File: config.mk
export PLATFORM = sky130hd
export DESIGN_NAME = htr_ctrl
export DESIGN_NICKNAME = d
export VERILOG_FILES = /design/src/design/htr_pkg.sv /design/src/design/htr_ctrl.sv
export SDC_FILE = /design/constraint.sdc
export NUM_CORES = 1
export LEC_CHECK = 0
export ABC_AREA = 1
export BUFFER_PORTS_ARGS = -buffer_cell sky130_fd_sc_hd__buf_4
export CAP_MARGIN = 20
export CELL_PAD_IN_SITES_DETAIL_PLACEMENT = 0
export CELL_PAD_IN_SITES_GLOBAL_PLACEMENT = 2
export CORE_UTILIZATION = 30
export CTS_CLUSTER_SIZE = 40
export DETAILED_ROUTE_END_ITERATION = 10
export PLACE_DENSITY_LB_ADDON = 0.1
export SLEW_MARGIN = 20
export SYNTH_ARGS = -nofsm -noshare
export SYNTH_HDL_FRONTEND = slang
export SYNTH_SLANG_ARGS = --single-unit
File: constraint.sdc
create_clock -name clk -period 2.1 [get_ports clk]
set_input_delay 0.105 -clock clk [delete_from_list [all_inputs] [get_ports clk]]
set_output_delay 0.105 -clock clk [all_outputs]
set_load 0.02 [all_outputs]
File: src/design/htr_pkg.sv
// Shared types, constants and the tap fraction table for the reverb block.
`default_nettype none

package htr_pkg;

    localparam int MIX_WIDTH      = 4;
    localparam int ROM_SIZE       = 64;
    localparam int ROM_AW         = 6;
    localparam int FRAC_BITS      = 16;
    localparam int SEG_BITS       = 15;
    localparam int GAIN_BITS      = 16;
    localparam int GAIN_COUNT     = 4;
    localparam int CFG_INDEX_BITS = 3;
    localparam int CFG_DATA_BITS  = 16;

    localparam logic [CFG_INDEX_BITS-1:0] REG_SEGMENT_LENGTH = 3'd0;
    localparam logic [CFG_INDEX_BITS-1:0] REG_GAIN_STAGE0    = 3'd1;
    localparam logic [CFG_INDEX_BITS-1:0] REG_GAIN_STAGE1    = 3'd2;
    localparam logic [CFG_INDEX_BITS-1:0] REG_GAIN_STAGE2    = 3'd3;
    localparam logic [CFG_INDEX_BITS-1:0] REG_GAIN_STAGE3    = 3'd4;

    typedef logic [FRAC_BITS-1:0] frac_rom_t [ROM_SIZE];

    // Additive lagged-Fibonacci generator, seeded by a multiplicative fill.
    function automatic frac_rom_t build_frac_rom();
        logic [31:0] ring [34];
        frac_rom_t   rom;
        logic [63:0] t;
        logic [31:0] v;
        int          i;
        int          k;
        rom = '{default: '0};
        k = 0;
        ring[0] = 32'd1053;
        for (i = 1; i < 31; i++)
        begin
            t = {32'd0, ring[i-1]} * 64'd16807;
            t = t % 64'd2147483647;
            ring[i] = t[31:0];
        end
        for (i = 31; i < 34; i++)
        begin
            ring[i] = ring[i-31];
        end
        i = 34;
        while (k < ROM_SIZE)
        begin
            v = ring[(i - 31) % 34] + ring[(i - 3) % 34];
            ring[i % 34] = v;
            if (i >= 344)
            begin
                rom[k] = v[31:16];
                k++;
            end
            i++;
        end
        return rom;
    endfunction

    localparam frac_rom_t FRAC_ROM = build_frac_rom();

    typedef struct packed {
        logic clear;
        logic off_issue;
        logic wrap_step;
        logic start;
        logic rd_issue;
        logic wr_issue;
        logic finish;
    } dp_cmd_t;

    typedef struct packed {
        logic out_free;
    } dp_status_t;

endpackage

`default_nettype wire

File: src/design/htr_ctrl.sv
// Sequencing state machine for the reverb block.
`default_nettype none

module htr_ctrl
    import htr_pkg::*;
#(
    parameter int TANK_DEPTH  = 524288,
    parameter int STAGE_COUNT = 4
)
(
    input  wire logic                      clk,
    input  wire logic                      rst_n,
    input  wire logic                      s_valid,
    output logic                           s_ready,
    input  wire logic                      cfg_we,
    input  wire logic [CFG_INDEX_BITS-1:0] cfg_addr,
    input  wire dp_status_t                status,
    output dp_cmd_t                        cmd,
    output logic [$clog2(TANK_DEPTH)-1:0]  cnt
);

    localparam int AW  = $clog2(TANK_DEPTH);
    localparam int TAP = 2 * STAGE_COUNT * MIX_WIDTH;

    typedef enum logic [7:0] {
        S_CLEAR = 8'b0000_0001,
        S_IDLE  = 8'b0000_0010,
        S_OFFS  = 8'b0000_0100,
        S_WRAP  = 8'b0000_1000,
        S_READ  = 8'b0001_0000,
        S_DRAIN = 8'b0010_0000,
        S_WRITE = 8'b0100_0000,
        S_DONE  = 8'b1000_0000
    } state_t;

    state_t          state_reg, state_next;
    logic [AW-1:0]   cnt_reg, cnt_next;
    logic            req_reg, req_next;
    logic            seg_write;

    assign seg_write = cfg_we && (cfg_addr == REG_SEGMENT_LENGTH);
    assign cnt = cnt_reg;

    always_comb
    begin
        state_next = state_reg;
        cnt_next   = cnt_reg + 1'b1;
        req_next   = req_reg | seg_write;
        cmd        = '0;
        s_ready    = 1'b0;
        unique case (state_reg)
            S_CLEAR:
            begin
                cmd.clear = 1'b1;
                if (cnt_reg == AW'(TANK_DEPTH - 1))
                begin
                    state_next = S_IDLE;
                    cnt_next   = '0;
                end
            end
            S_IDLE:
            begin
                cnt_next = '0;
                s_ready  = !req_reg;
                if (req_reg)
                begin
                    state_next = S_OFFS;
                    req_next   = seg_write;
                end
                else if (s_valid)
                begin
                    cmd.start  = 1'b1;
                    state_next = S_READ;
                end
            end
            S_OFFS:
            begin
                cmd.off_issue = (cnt_reg < AW'(TAP));
                if (cnt_reg == AW'(TAP + 1))
                begin
                    state_next = S_WRAP;
                    cnt_next   = '0;
                end
            end
            S_WRAP:
            begin
                cmd.wrap_step = 1'b1;
                if (cnt_reg == AW'(AW - 1))
                begin
                    state_next = S_IDLE;
                    cnt_next   = '0;
                end
            end
            S_READ:
            begin
                cmd.rd_issue = 1'b1;
                if (cnt_reg == AW'(TAP - 1))
                begin
                    state_next = S_DRAIN;
                    cnt_next   = '0;
                end
            end
            S_DRAIN:
            begin
                if (cnt_reg == AW'(1))
                begin
                    state_next = S_WRITE;
                    cnt_next   = '0;
                end
            end
            S_WRITE:
            begin
                cmd.wr_issue = 1'b1;
                if (cnt_reg == AW'(TAP - 1))
                begin
                    state_next = S_DONE;
                    cnt_next   = '0;
                end
            end
            S_DONE:
            begin
                cnt_next = '0;
                if (status.out_free)
                begin
                    cmd.finish = 1'b1;
                    state_next = S_IDLE;
                end
            end
            default:
            begin
                state_next = S_CLEAR;
                cnt_next   = '0;
            end
        endcase
    end

    always_ff @(posedge clk or negedge rst_n)
    begin
        if (!rst_n)
        begin
            state_reg <= S_CLEAR;
            cnt_reg   <= '0;
            req_reg   <= 1'b1;
        end
        else
        begin
            state_reg <= state_next;
            cnt_reg   <= cnt_next;
            req_reg   <= req_next;
        end
    end

endmodule

`default_nettype wire

==> results.cfg <==
[pwr]
leakage_nw = 1.16
irDropWorstVdd_uv = 252
powerDensity_mw_per_mm2 = 408

[logic_synthesis]
syn_area_per_cell_um2 = 6.85
yosysWarnings = 0
async_reset_ff_frac = 1.00
synthDistinctLibCells = 26
synth_edf_count = 0
synth_cells = 267
synth-seq-cells = 28
synthesis.nets = 278
ys_seq_area_frac = 0.385
synthFlopType = dfrtp_1
synth_area_mm2 = 0.00183

[timing]
period_share = 0.919
skew_ns = 0.00312
fmax_mhz = 518
finalSetupTns_ns = 0
rsz0062_at_grt = false
setup_viol = 0
hold_viol = 0
maxSlewViolCount = 0
max-slew-margin-rel = 0.739
hold_ws_ns = 0.0466
fin_crit_ns = 1.93
tightest_slew_ns = 0.391

[routing]
drcViolationCount = 0
vias = 1770
ant_nets = 0
via_per_inst = 4.63
dr.pass1.iters = 4
avgRoutedWirePerCell_um = 13.2
drtIter0Drc = 42
routed_wl_um = 5030

[cells_and_area]
final_nets = 319
drive_above_1_share = 0.195
largest_reg_flops = 19
num_antenna_cells = 0
final_cell_mix = nand2_1, nor2_1, buf_4
final_common_cell = nand2_1
fill_cells = 663
fin_area_mm2 = 0.00224
area_growth_pct = 22.8
stdcell_count = 382

[clocking]
cts_buffers = 3
clock_path_buffers = 2
h-tree-depth = 1
clkLatencyLatePin_ns = 0.28
path_clk_slew_ns = 0.10
postCtsSetupBuffers = 0
cts_tree = built
cts_num_sinks = 28
root_buffer = clkbuf_8

[global_route]
grt_pass1_wl_um = 8240
track_usage = 0.167
gr-total-overflow = 0
antenna_found_initial = 0
grt_busiest_layer = met2
use_met2 = 0.285
first_global_vias = 1685
use_met3 = 0.0170
grt_max_degree = 29
grtUsageMet1 = 0.229

[worst_setup_path]
path_class = flop to output port
r2r_slack_ns = 0.30
arrival_ns = 1.82
worst_ep_required_time_ns = 2.00
crit_path_end_kind = output port
critical_path.startpoint_type = flop
cp_max_fo = 4

[floorplan]
ios = 35
initial_core_util = 0.311
core-area_mm2 = 0.00589
die_y_um = 80.1
rows = 28
die-area_mm2 = 0.00641
fp.dieW_um = 80.1

[place]
io_buffers = 34
placedCellCount = 377
place_area_mm2 = 0.00217
dpl.hpwl_um = 3850
gp_congestion = 0.812

[run]
maxCapViolations = 0

[outcome]
status = finished clean

[min_path]
hold_class = input pin to flop
[layer usage]
layer	up-vias	part of all wire
li1	919	-
met1	823	0.49
met3	4	0.026
met5	-	0
met2	24	0.48
met4	0	0.0078
[stage by stage]
step	util	power, mW	worst slack [ns]
after floorplan	-	0.551	0.329
after global placement	0.369	0.573	0.268
after detailed placement	0.369	0.573	0.295
after CTS	0.380	0.919	0.129
after global routing	0.381	0.940	0.0301
final	0.381	0.916	0.170
[cells by family (layout without fill, tap and decap cells)]
kind of cell / Yosys count / in the layout / synth area share
AOI/OAI and AO/OA: 12 / 12 / 0.0349
buffers and inverters: 40 / 80 / 0.0945
and+or+nand+nor: 179 / 179 / 0.441
xor gates and xnor gates: 5 / 5 / 0.0240
DFF: 28 / 28 / 0.385
adders and majority gates: 3 / 3 / 0.0205
[report_power, final]
part           internal, mW  switching [mW]
Sequential            0.539               0
Combinational        0.0100          0.0140
Clock                 0.168           0.184
Total                 0.717           0.198
[final timing paths]
kind                              start            to  cells after the start
max                        state_reg[3]       s_ready                      6
min                              cfg_we       req_reg                      3
max reg2reg                      cnt[1]  state_reg[3]                      9
min reg2reg                      cnt[0]        cnt[0]                      1
max in group asynchronous         rst_n  state_reg[0]                      2
min in group asynchronous         rst_n       cnt[18]                      2
[synth_stat cells, drive strengths merged (2+ instances only)]
cell,instances,area share
nand2,66,0.14
nor2,62,0.15
inv,37,0.076
nand3,30,0.088
dfrtp,26,0.36
nor3,9,0.027
o21ai,8,0.022
nand4,6,0.021
xor2,4,0.019
buf,3,0.018
ha,3,0.021
a21oi,2,0.0055
dfstp,2,0.029
nor4,2,0.0068
[area by class of cell]
class	instances	area (µm²)	area share
multi-input cells	199	958	0.427
clock buffers	4	55.1	0.0245
repair buffers	39	295	0.132
flip-flops and latches	28	703	0.313
well taps	75	93.8	0.0418
inverters	37	139	0.0619
[repair_timing]
action / 4_1_cts / 5_1_grt
hold buffers: 1 / 0
endpoints found under the setup margin: 0 / 1
endpoints found under the hold margin: 26 / 0
gates resized for setup: 0 / 1
[worst max-delay path: stages (launching register included)]
cell     delay [ns]
dfrtp_1        0.41
nor2_1         0.26
nand2_1        0.10
nor2_1         0.21
inv_1          0.13
nor2_1         0.24
buf_4          0.20
Power figures use the tool's default switching activity.
